[config.mk]
export PLATFORM = sky130hd
export DESIGN_NAME = lpc_predictor_restore
export DESIGN_NICKNAME = d
export VERILOG_FILES = /design/src/hw/rtl/lpcr_pkg.sv /design/src/hw/rtl/lpcr_mac.sv /design/src/hw/rtl/lpc_predictor_restore.sv
export VERILOG_INCLUDE_DIRS = /design/src /design/src/hw/rtl
export SDC_FILE = /design/constraint.sdc
export NUM_CORES = 2
export LEC_CHECK = 0
export BUFFER_PORTS_ARGS = -buffer_cell sky130_fd_sc_hd__buf_2
export CAP_MARGIN = 30
export CORE_MARGIN = 4
export CORE_UTILIZATION = 44
export DETAILED_ROUTE_END_ITERATION = 10
export GPL_ROUTABILITY_DRIVEN = 0
export GPL_TIMING_DRIVEN = 1
export MAX_ROUTING_LAYER = met4
export PLACE_DENSITY = 0.64
export RECOVER_POWER = 100
export SLEW_MARGIN = 20
export SYNTH_ARGS = -nofsm -noshare
export SYNTH_HDL_FRONTEND = slang
export SYNTH_SLANG_ARGS = --single-unit
[constraint.sdc]
create_clock -name clk -period 15.7 [get_ports clk]
set_input_delay 1.57 -clock clk [delete_from_list [all_inputs] [get_ports clk]]
set_output_delay 1.57 -clock clk [all_outputs]
set_load 0.02 [all_outputs]
[src/hw/rtl/lpc_predictor_restore_assert.svh]
// Assertion macros for the LPC predictor restore block.
// Expects clk and rst_n in scope at the point of use.
`ifndef LPC_PREDICTOR_RESTORE_ASSERT_SVH
`define LPC_PREDICTOR_RESTORE_ASSERT_SVH

// Same-cycle implication, disabled in reset.
`define LPCR_ASSERT_IMPL(lbl, cond, prop) \
    lbl: assert property (@(posedge clk) disable iff (!rst_n) (cond) |-> (prop)) \
        else $error("lpc_predictor_restore: same-cycle check failed");

// Next-cycle implication, disabled in reset.
`define LPCR_ASSERT_NEXT(lbl, cond, prop) \
    lbl: assert property (@(posedge clk) disable iff (!rst_n) (cond) |=> (prop)) \
        else $error("lpc_predictor_restore: next-cycle check failed");

`endif

[src/hw/rtl/lpcr_pkg.sv]
// Shared constants, types and the fixed-predictor coefficient table
// for the LPC predictor restore block. No dependencies.
package lpcr_pkg;

    localparam int MAX_ORDER  = 32;
    localparam int HIST_DEPTH = 32;
    localparam int COEF_DEPTH = 32;
    localparam int TAP_W      = 5;
    localparam int SAMPLE_W   = 33;
    localparam int COEF_W     = 15;
    localparam int PROD_W     = SAMPLE_W + COEF_W;
    localparam int ACC_W      = 54;
    localparam int PRED_W     = 70;
    localparam int SUM_W      = 65;
    localparam int ORDER_W    = 6;

    localparam logic signed [PRED_W-1:0] PRED_LIMIT   = 70'sh0_4000_0000_0000_0000;
    localparam logic signed [PRED_W-1:0] PRED_LIMIT_N = -PRED_LIMIT;

    // input item kinds
    localparam logic [1:0] KIND_COEF  = 2'd0;
    localparam logic [1:0] KIND_SAMPLE = 2'd1;
    localparam logic [1:0] KIND_START = 2'd2;

    // configuration register indexes
    localparam logic [1:0] CFG_MODE  = 2'd0;
    localparam logic [1:0] CFG_ORDER = 2'd1;
    localparam logic [1:0] CFG_SHIFT = 2'd2;
    localparam logic [1:0] CFG_BITS  = 2'd3;

    typedef struct packed {
        logic             clear;
        logic             issue;
        logic             use_fixed;
        logic [2:0]       fixed_order;
        logic [TAP_W-1:0] tap;
    } mac_ctrl_t;

    // Binomial predictor weights, tap 0 is the most recent sample.
    function automatic logic signed [COEF_W-1:0] fixed_coef(input logic [2:0] order,
                                                            input logic [TAP_W-1:0] tap);
        logic signed [COEF_W-1:0] c;
        c = '0;
        case (order)
            3'd1: c = (tap == 5'd0) ? 15'sd1 : 15'sd0;
            3'd2:
            begin
                case (tap)
                    5'd0:    c = 15'sd2;
                    5'd1:    c = -15'sd1;
                    default: c = 15'sd0;
                endcase
            end
            3'd3:
            begin
                case (tap)
                    5'd0:    c = 15'sd3;
                    5'd1:    c = -15'sd3;
                    5'd2:    c = 15'sd1;
                    default: c = 15'sd0;
                endcase
            end
            3'd4:
            begin
                case (tap)
                    5'd0:    c = 15'sd4;
                    5'd1:    c = -15'sd6;
                    5'd2:    c = 15'sd4;
                    5'd3:    c = -15'sd1;
                    default: c = 15'sd0;
                endcase
            end
            default: c = 15'sd0;
        endcase
        return c;
    endfunction

endpackage

[src/hw/rtl/lpcr_mac.sv]
// Coefficient store and shared multiply-accumulate pipeline:
// read stage, product register, accumulator. Uses lpcr_pkg.
module lpcr_mac
    import lpcr_pkg::*;
(
    input  logic                     clk,
    input  logic                     rst_n,
    input  logic                     coef_we,
    input  logic [TAP_W-1:0]         coef_waddr,
    input  logic [COEF_W-1:0]        coef_wdata,
    input  mac_ctrl_t                ctrl,
    input  logic signed [SAMPLE_W-1:0] hist_in,
    output logic signed [ACC_W-1:0]  acc
);

    logic [COEF_W-1:0]          coef_mem [COEF_DEPTH];
    logic signed [COEF_W-1:0]   mem_q_reg;
    logic signed [COEF_W-1:0]   fix_q_reg;
    logic                       use_fixed_reg;
    logic signed [SAMPLE_W-1:0] hist_q_reg;
    logic signed [PROD_W-1:0]   prod_reg;
    logic signed [ACC_W-1:0]    acc_reg;
    logic                       va_reg;
    logic                       vb_reg;
    logic signed [COEF_W-1:0]   coef_sel;

    always_ff @(posedge clk)
    begin
        if (coef_we)
        begin
            coef_mem[coef_waddr] <= coef_wdata;
        end
        mem_q_reg <= coef_mem[ctrl.tap];
    end

    always_ff @(posedge clk)
    begin
        fix_q_reg     <= fixed_coef(ctrl.fixed_order, ctrl.tap);
        use_fixed_reg <= ctrl.use_fixed;
        hist_q_reg    <= hist_in;
    end

    assign coef_sel = use_fixed_reg ? fix_q_reg : mem_q_reg;

    always_ff @(posedge clk)
    begin
        prod_reg <= coef_sel * hist_q_reg;
    end

    always_ff @(posedge clk or negedge rst_n)
    begin
        if (!rst_n)
        begin
            va_reg  <= 1'b0;
            vb_reg  <= 1'b0;
            acc_reg <= '0;
        end
        else
        begin
            va_reg <= ctrl.issue;
            vb_reg <= va_reg;
            if (ctrl.clear)
            begin
                acc_reg <= '0;
            end
            else if (vb_reg)
            begin
                acc_reg <= acc_reg + ACC_W'(prod_reg);
            end
        end
    end

    assign acc = acc_reg;

endmodule

[src/hw/rtl/lpc_predictor_restore.sv]
// Sequencing: load and block-start transactions complete in the idle state. A warm-up sample, or a
// fixed-mode sample past order 4, goes straight to the output state; a predicted sample runs one
// pass per tap through the single multiply-accumulate unit, then the shift, add and output states,
// where the tap count is the order in LPC mode (capped at 32) and 0..4 in fixed mode. A new item is
// accepted only in the idle state, after the last result is committed, which a stalled output delays.
// Reset (rst_n, async low) clears history, warm-up count, error flag, config, state and valid registers.
module lpc_predictor_restore
    import lpcr_pkg::*;
(
    input  logic        clk,
    input  logic        rst_n,
    input  logic        s_tvalid,
    output logic        s_tready,
    input  logic [39:0] s_tdata,   // [4:0] coef_index, [37:5] value, [39:38] zero
    input  logic [1:0]  s_tuser,   // [1:0] kind
    output logic        m_tvalid,
    input  logic        m_tready,
    output logic [39:0] m_tdata,   // [32:0] sample_out, [39:33] zero
    output logic        m_tuser,   // [0] range_error
    input  logic        cfg_we,
    input  logic [1:0]  cfg_addr,
    input  logic [5:0]  cfg_wdata
);

    `include "lpc_predictor_restore_assert.svh"

    localparam logic [2:0] ST_IDLE  = 3'd0;
    localparam logic [2:0] ST_MAC   = 3'd1;
    localparam logic [2:0] ST_SHIFT = 3'd2;
    localparam logic [2:0] ST_ADD   = 3'd3;
    localparam logic [2:0] ST_OUT   = 3'd4;

    logic [2:0]                 state_reg, state_next;
    logic                       mode_reg;
    logic [ORDER_W-1:0]         order_reg;
    logic signed [4:0]          qs_reg;
    logic [ORDER_W-1:0]         sb_reg;
    logic signed [SAMPLE_W-1:0] history_reg [HIST_DEPTH];
    logic [ORDER_W-1:0]         warmup_reg;
    logic                       sticky_reg;
    logic [ORDER_W-1:0]         n_reg;
    logic [ORDER_W-1:0]         cnt_reg;
    logic signed [SAMPLE_W-1:0] value_reg;
    logic signed [SUM_W-1:0]    pred_reg;
    logic                       fail_reg;
    logic [SAMPLE_W-1:0]        result_reg;
    logic                       m_tvalid_reg;
    logic [SAMPLE_W-1:0]        m_data_reg;
    logic                       m_err_reg;

    logic                       in_acc;
    logic [1:0]                 kind;
    logic [TAP_W-1:0]           coef_index;
    logic signed [SAMPLE_W-1:0] value;
    logic [ORDER_W-1:0]         eff_order;
    logic                       out_free;
    logic                       commit;
    mac_ctrl_t                  mac_ctrl;
    logic signed [ACC_W-1:0]    acc;
    logic signed [PRED_W-1:0]   acc_ext;
    logic signed [PRED_W-1:0]   pred;
    logic [4:0]                 lshift;
    logic                       pred_bad;
    logic [ORDER_W-1:0]         bits_c;
    logic signed [SUM_W-1:0]    sum;
    logic signed [SUM_W-1:0]    hi;
    logic signed [SUM_W-1:0]    lo;
    logic                       range_ok;
    logic [SAMPLE_W-1:0]        commit_val;

    assign kind       = s_tuser;
    assign coef_index = s_tdata[4:0];
    assign value      = s_tdata[37:5];
    assign s_tready   = (state_reg == ST_IDLE);
    assign in_acc     = s_tvalid && s_tready;
    assign eff_order  = (order_reg > ORDER_W'(MAX_ORDER)) ? ORDER_W'(MAX_ORDER) : order_reg;
    assign out_free   = !m_tvalid_reg || m_tready;
    assign commit     = (state_reg == ST_OUT) && out_free;
    assign commit_val = fail_reg ? '0 : result_reg;

    // configuration registers
    always_ff @(posedge clk or negedge rst_n)
    begin
        if (!rst_n)
        begin
            mode_reg  <= 1'b0;
            order_reg <= '0;
            qs_reg    <= '0;
            sb_reg    <= 6'd16;
        end
        else if (cfg_we)
        begin
            case (cfg_addr)
                CFG_MODE:  mode_reg  <= cfg_wdata[0];
                CFG_ORDER: order_reg <= cfg_wdata;
                CFG_SHIFT: qs_reg    <= cfg_wdata[4:0];
                CFG_BITS:  sb_reg    <= cfg_wdata;
                default:   mode_reg  <= mode_reg;
            endcase
        end
    end

    // shared multiply-accumulate
    always_comb
    begin
        mac_ctrl             = '0;
        mac_ctrl.clear       = in_acc;
        mac_ctrl.issue       = (state_reg == ST_MAC) && (cnt_reg < n_reg);
        mac_ctrl.use_fixed   = !mode_reg;
        mac_ctrl.fixed_order = n_reg[2:0];
        mac_ctrl.tap         = cnt_reg[TAP_W-1:0];
    end

    lpcr_mac u_mac (
        .clk        (clk),
        .rst_n      (rst_n),
        .coef_we    (in_acc && (kind == KIND_COEF)),
        .coef_waddr (coef_index),
        .coef_wdata (value[COEF_W-1:0]),
        .ctrl       (mac_ctrl),
        .hist_in    (history_reg[cnt_reg[TAP_W-1:0]]),
        .acc        (acc)
    );

    // quantization shift and prediction limit
    always_comb
    begin
        acc_ext = {{(PRED_W-ACC_W){acc[ACC_W-1]}}, acc};
        lshift  = ~qs_reg + 5'd1;
        if (!mode_reg)
        begin
            pred = acc_ext;
        end
        else if (!qs_reg[4])
        begin
            pred = acc_ext >>> qs_reg[3:0];
        end
        else
        begin
            pred = acc_ext <<< lshift;
        end
        pred_bad = (pred > PRED_LIMIT) || (pred < PRED_LIMIT_N);
    end

    // residual add and range check
    always_comb
    begin
        if (sb_reg < 6'd4)
        begin
            bits_c = 6'd4;
        end
        else if (sb_reg > 6'd33)
        begin
            bits_c = 6'd33;
        end
        else
        begin
            bits_c = sb_reg;
        end
        sum      = pred_reg + {{(SUM_W-SAMPLE_W){value_reg[SAMPLE_W-1]}}, value_reg};
        hi       = (SUM_W'(1) << (bits_c - 6'd1)) - SUM_W'(1);
        lo       = ~hi;
        range_ok = (sum <= hi) && (sum >= lo);
    end

    // sequencer
    always_comb
    begin
        state_next = state_reg;
        case (state_reg)
            ST_IDLE:
            begin
                if (in_acc && (kind == KIND_SAMPLE))
                begin
                    if (warmup_reg < eff_order)
                    begin
                        state_next = ST_OUT;
                    end
                    else if (!mode_reg && (eff_order > 6'd4))
                    begin
                        state_next = ST_OUT;
                    end
                    else
                    begin
                        state_next = ST_MAC;
                    end
                end
            end
            ST_MAC:
            begin
                if (cnt_reg == n_reg + 6'd1)
                begin
                    state_next = ST_SHIFT;
                end
            end
            ST_SHIFT: state_next = ST_ADD;
            ST_ADD:   state_next = ST_OUT;
            ST_OUT:
            begin
                if (out_free)
                begin
                    state_next = ST_IDLE;
                end
            end
            default:  state_next = ST_IDLE;
        endcase
    end

    always_ff @(posedge clk or negedge rst_n)
    begin
        if (!rst_n)
        begin
            state_reg  <= ST_IDLE;
            warmup_reg <= '0;
            sticky_reg <= 1'b0;
            n_reg      <= '0;
            cnt_reg    <= '0;
        end
        else
        begin
            state_reg <= state_next;
            if (in_acc && (kind == KIND_START))
            begin
                warmup_reg <= '0;
                sticky_reg <= 1'b0;
            end
            if (in_acc && (kind == KIND_SAMPLE) && (warmup_reg < eff_order))
            begin
                warmup_reg <= warmup_reg + 6'd1;
            end
            if (in_acc)
            begin
                n_reg   <= eff_order;
                cnt_reg <= '0;
            end
            else if (state_reg == ST_MAC)
            begin
                cnt_reg <= cnt_reg + 6'd1;
            end
            if (commit)
            begin
                sticky_reg <= sticky_reg | fail_reg;
            end
        end
    end

    // item datapath
    always_ff @(posedge clk)
    begin
        if (in_acc)
        begin
            value_reg  <= value;
            result_reg <= value;
            fail_reg   <= !mode_reg && (eff_order > 6'd4) && !(warmup_reg < eff_order);
        end
        else if (state_reg == ST_SHIFT)
        begin
            pred_reg <= pred[SUM_W-1:0];
            fail_reg <= pred_bad;
        end
        else if (state_reg == ST_ADD)
        begin
            result_reg <= sum[SAMPLE_W-1:0];
            fail_reg   <= fail_reg || !range_ok;
        end
    end

    // history shift line, entry 0 the most recent
    always_ff @(posedge clk or negedge rst_n)
    begin
        if (!rst_n)
        begin
            for (int i = 0; i < HIST_DEPTH; i++)
            begin
                history_reg[i] <= '0;
            end
        end
        else if (commit)
        begin
            for (int i = HIST_DEPTH - 1; i > 0; i--)
            begin
                history_reg[i] <= history_reg[i-1];
            end
            history_reg[0] <= commit_val;
        end
    end

    // output register
    always_ff @(posedge clk or negedge rst_n)
    begin
        if (!rst_n)
        begin
            m_tvalid_reg <= 1'b0;
        end
        else if (commit)
        begin
            m_tvalid_reg <= 1'b1;
        end
        else if (m_tready)
        begin
            m_tvalid_reg <= 1'b0;
        end
    end

    always_ff @(posedge clk)
    begin
        if (commit)
        begin
            m_data_reg <= commit_val;
            m_err_reg  <= sticky_reg | fail_reg;
        end
    end

    assign m_tvalid = m_tvalid_reg;
    assign m_tdata  = {7'd0, m_data_reg};
    assign m_tuser  = m_err_reg;

    `LPCR_ASSERT_NEXT(a_fail_flagged, commit && fail_reg, m_tvalid && m_tuser && (m_tdata == 40'd0))
    `LPCR_ASSERT_IMPL(a_warmup_bound, 1'b1, warmup_reg <= ORDER_W'(MAX_ORDER))
    `LPCR_ASSERT_IMPL(a_mac_count, state_reg == ST_MAC, cnt_reg <= n_reg + 6'd1)

endmodule
==> out/qor.yml <==
synthesis:
  yosys.area.top_type: "dfrtp_1"
  yosysSeqAreaShare_pct: 44.59
  netlist.area_leader.share_pct: 25.57
  synth_edf_count: 646
  netlist-cell-type-count: 99
  synth-async-reset-ratio_pct: 60.68
  syn_inst: 10670
  syn_area_um2: 112700
  synth_area_leaders: "dfrtp_1 26%, edfxtp_1 17%, nand2_1 12%"
  yosysWarnings: 0
  syn_avg_cell_area_um2: 10.57
  ys_seq_elements: 1900
  synth_ff_type: "dfrtp_1"
layout:
  largest_register_ffs: 1056
  nFillCells: 22520
  final_cell_mix: "3736 x nand2_1, 1142 x dfrtp_1, 646 x edfxtp_1"
  final_layout_size_suffix_gt1_share_pct: 11.21
  finalNonFillerCells: 14080
  nets: 11420
  area_growth_pct: 9.134
  layout.cells.most_common: "nand2_1"
  fin_area_um2: 123000
  fin_util_pct: 48.32
cts:
  htree_levels: 4
  postCtsSetupRepairBufs: 0
  cts_buffers: 200
  cts_buffer_depth: 3
  clkTransAtPathRegs_ps: 60
  insertion_delay_ps: 870
  cts_resized: 0
  clkSinkCount: 1900
  cts-root-buf: "clkbuf_16"
  holdBufCountCts: 0
  cts_tree: "done"
setup_path:
  critPathKind: "register to register"
  arrival_ps: 11750
  startpoint_type: "register"
  cp-end-kind: "register"
  path_max_fanout: 61
  worstPathRequired_ps: 16260
placed_design:
  placed_area_um2: 116600
  portBuffers: 88
  pre_cts_ws_ps: 7401
  dp.cells: 13670
  dp_hpwl_um: 190600
sta:
  post-route-min-period_ps: 11180
  worst_pin_slew_ps: 8057
  final-setup-viol-count: 0
  tns_ps: 0
  finalWorstSetupSlack_ps: 4516
  slew_headroom_pct: -437.1
  fmax_ghz: 0.08941
  final.period_utilization_pct: 71.24
  skew_ps: 82.99
  finalHoldViolCount: 0
  rsz0062_at_grt: "false"
  whs_ps: 357.6
  slew_viol_final: 2318
power:
  ir_drop_mv: 0.2672
  comb_power_share_pct: 47.1
  p_per_area_nw_per_um2: 180.0
  p_sw_mw: 9.191
  p_sw_share_pct: 41.51
  intPower_mw: 12.95
  clkPwrFrac_pct: 21.5
  power_frac_seq_pct: 31.4
  p_total_mw: 22.14
  p_leak_nw: 54.69
global_route:
  antenna_found_initial: 23
  grt_pass1_wl_um: 452600
  grtUsageMet3_pct: 3.284
  track_usage_pct: 21.96
  grt_max_degree: 264
  grt_overflow_total: 0
  grt_util_met1_pct: 29.85
  grt_pass1_vias: 79940
  met2_usage_pct: 33.91
  grt.busiest_layer: "met2"
die:
  row_count: 185
  die_h_um: 514.2
  die_area_um2: 264400
  die_x_um: 514.2
  core_um2: 254600
  start_util_pct: 44.28
  pin_count: 98
drt:
  num_vias: 79260
  wl_per_cell_um: 20.16
  drt_pass1_iterations: 7
  post_drt_via_cell_ratio: 5.630
  wl_um: 283800
  drtIter0Drc: 8137
  antenna_left: 0
  drc: 0
run:
  drv_cap: 43
status:
  status: "finished with violations"
  violations: "capacitance limit, slew limit"
min_path:
  min_path_type: "register to register"
synthesized netlist by cell type, types with 58 or more instances:
cell type	number
and2_1	58
mux4_2	603
nor2_1	302
clkbuf_1	516
nand3_1	104
mux2_2	134
a21oi_1	235
xnor2_1	95
buf_1	81
inv_1	554
o21ai_0	165
nor2b_1	164
edfxtp_1	646
dfxtp_1	101
mux2i_1	134
a21o_1	162
nand2_1	3737
fa_1	458
xor2_1	66
ha_1	388
dfrtp_1	1152
power groups by stage:
stage | clock network (mW) | registers (mW) | logic (mW)
floorplan | 0 | 6.63 | 7.97
global placement | 0 | 6.97 | 10.1
detailed placement | 0 | 7.03 | 10.4
CTS | 4.88 | 6.94 | 10.4
global route | 5.09 | 7.07 | 11.7
finish | 4.77 | 6.96 | 10.4
worst paths after layout:
kind	startpoint	to	slack, ps	cells after the start
max	qs_reg[1]	fail_reg	4520	14
min	u_mac.va_reg	u_mac.vb_reg	360	0
max reg2reg	qs_reg[1]	fail_reg	4520	14
min reg2reg	u_mac.va_reg	u_mac.vb_reg	360	0
max in group asynchronous	rst_n	cnt_reg[0]	6250	1
min in group asynchronous	rst_n	mode_reg	3810	1
kinds of logic (layout without fill, tap and decap cells):
logic type	count (synthesis)	after routing	share of synthesized area (%)
xor gates and xnor gates	162	162	1.265
buffers and inverters	1212	1168	4.199
DFF	1900	1900	44.59
muxes	878	878	14.72
and+or+nand+nor	4703	4703	17.08
adders and majority gates	846	846	12.44
AOI/OAI and AO/OA	964	964	5.700
other	2	90	0.006661
worst max-delay path, stage by stage (launching register included):
cell and delay (ps):
dfrtp_4 740, clkbuf_1 2300, inv_1 890, ha_2 620
clkbuf_1 2410, mux4_2 560, mux2i_1 330, mux2i_1 120
a2111oi_0 1440, o21bai_1 190, nor4_1 320, nand4_1 180
or4_1 510, nand2_1 100, o221ai_1 110
cell type report:
cell class                      count  area, µm²  share of cell area, %
Inverter                          559       2101                  1.707
Sequential cell                  1900      50300                  40.88
Tap cell                         3366       4212                  3.423
Clock inverter                     98       1096                 0.8908
Antenna cell                       15      37.54                0.03051
Timing Repair Buffer              234       1588                  1.290
Multi-Input combinational cell   7628      58070                  47.19
Clock buffer                      277       5637                  4.581
layer usage:
| metal | vias up | share of wire, % |
|---|---|---|
| li1 | 35810 | - |
| met1 | 39810 | 42 |
| met2 | 2982 | 47 |
| met3 | 650 | 7.2 |
| met4 | 0 | 4.0 |
| met5 | - | 0 |
Note: power is estimated with default switching activity, not from simulation.
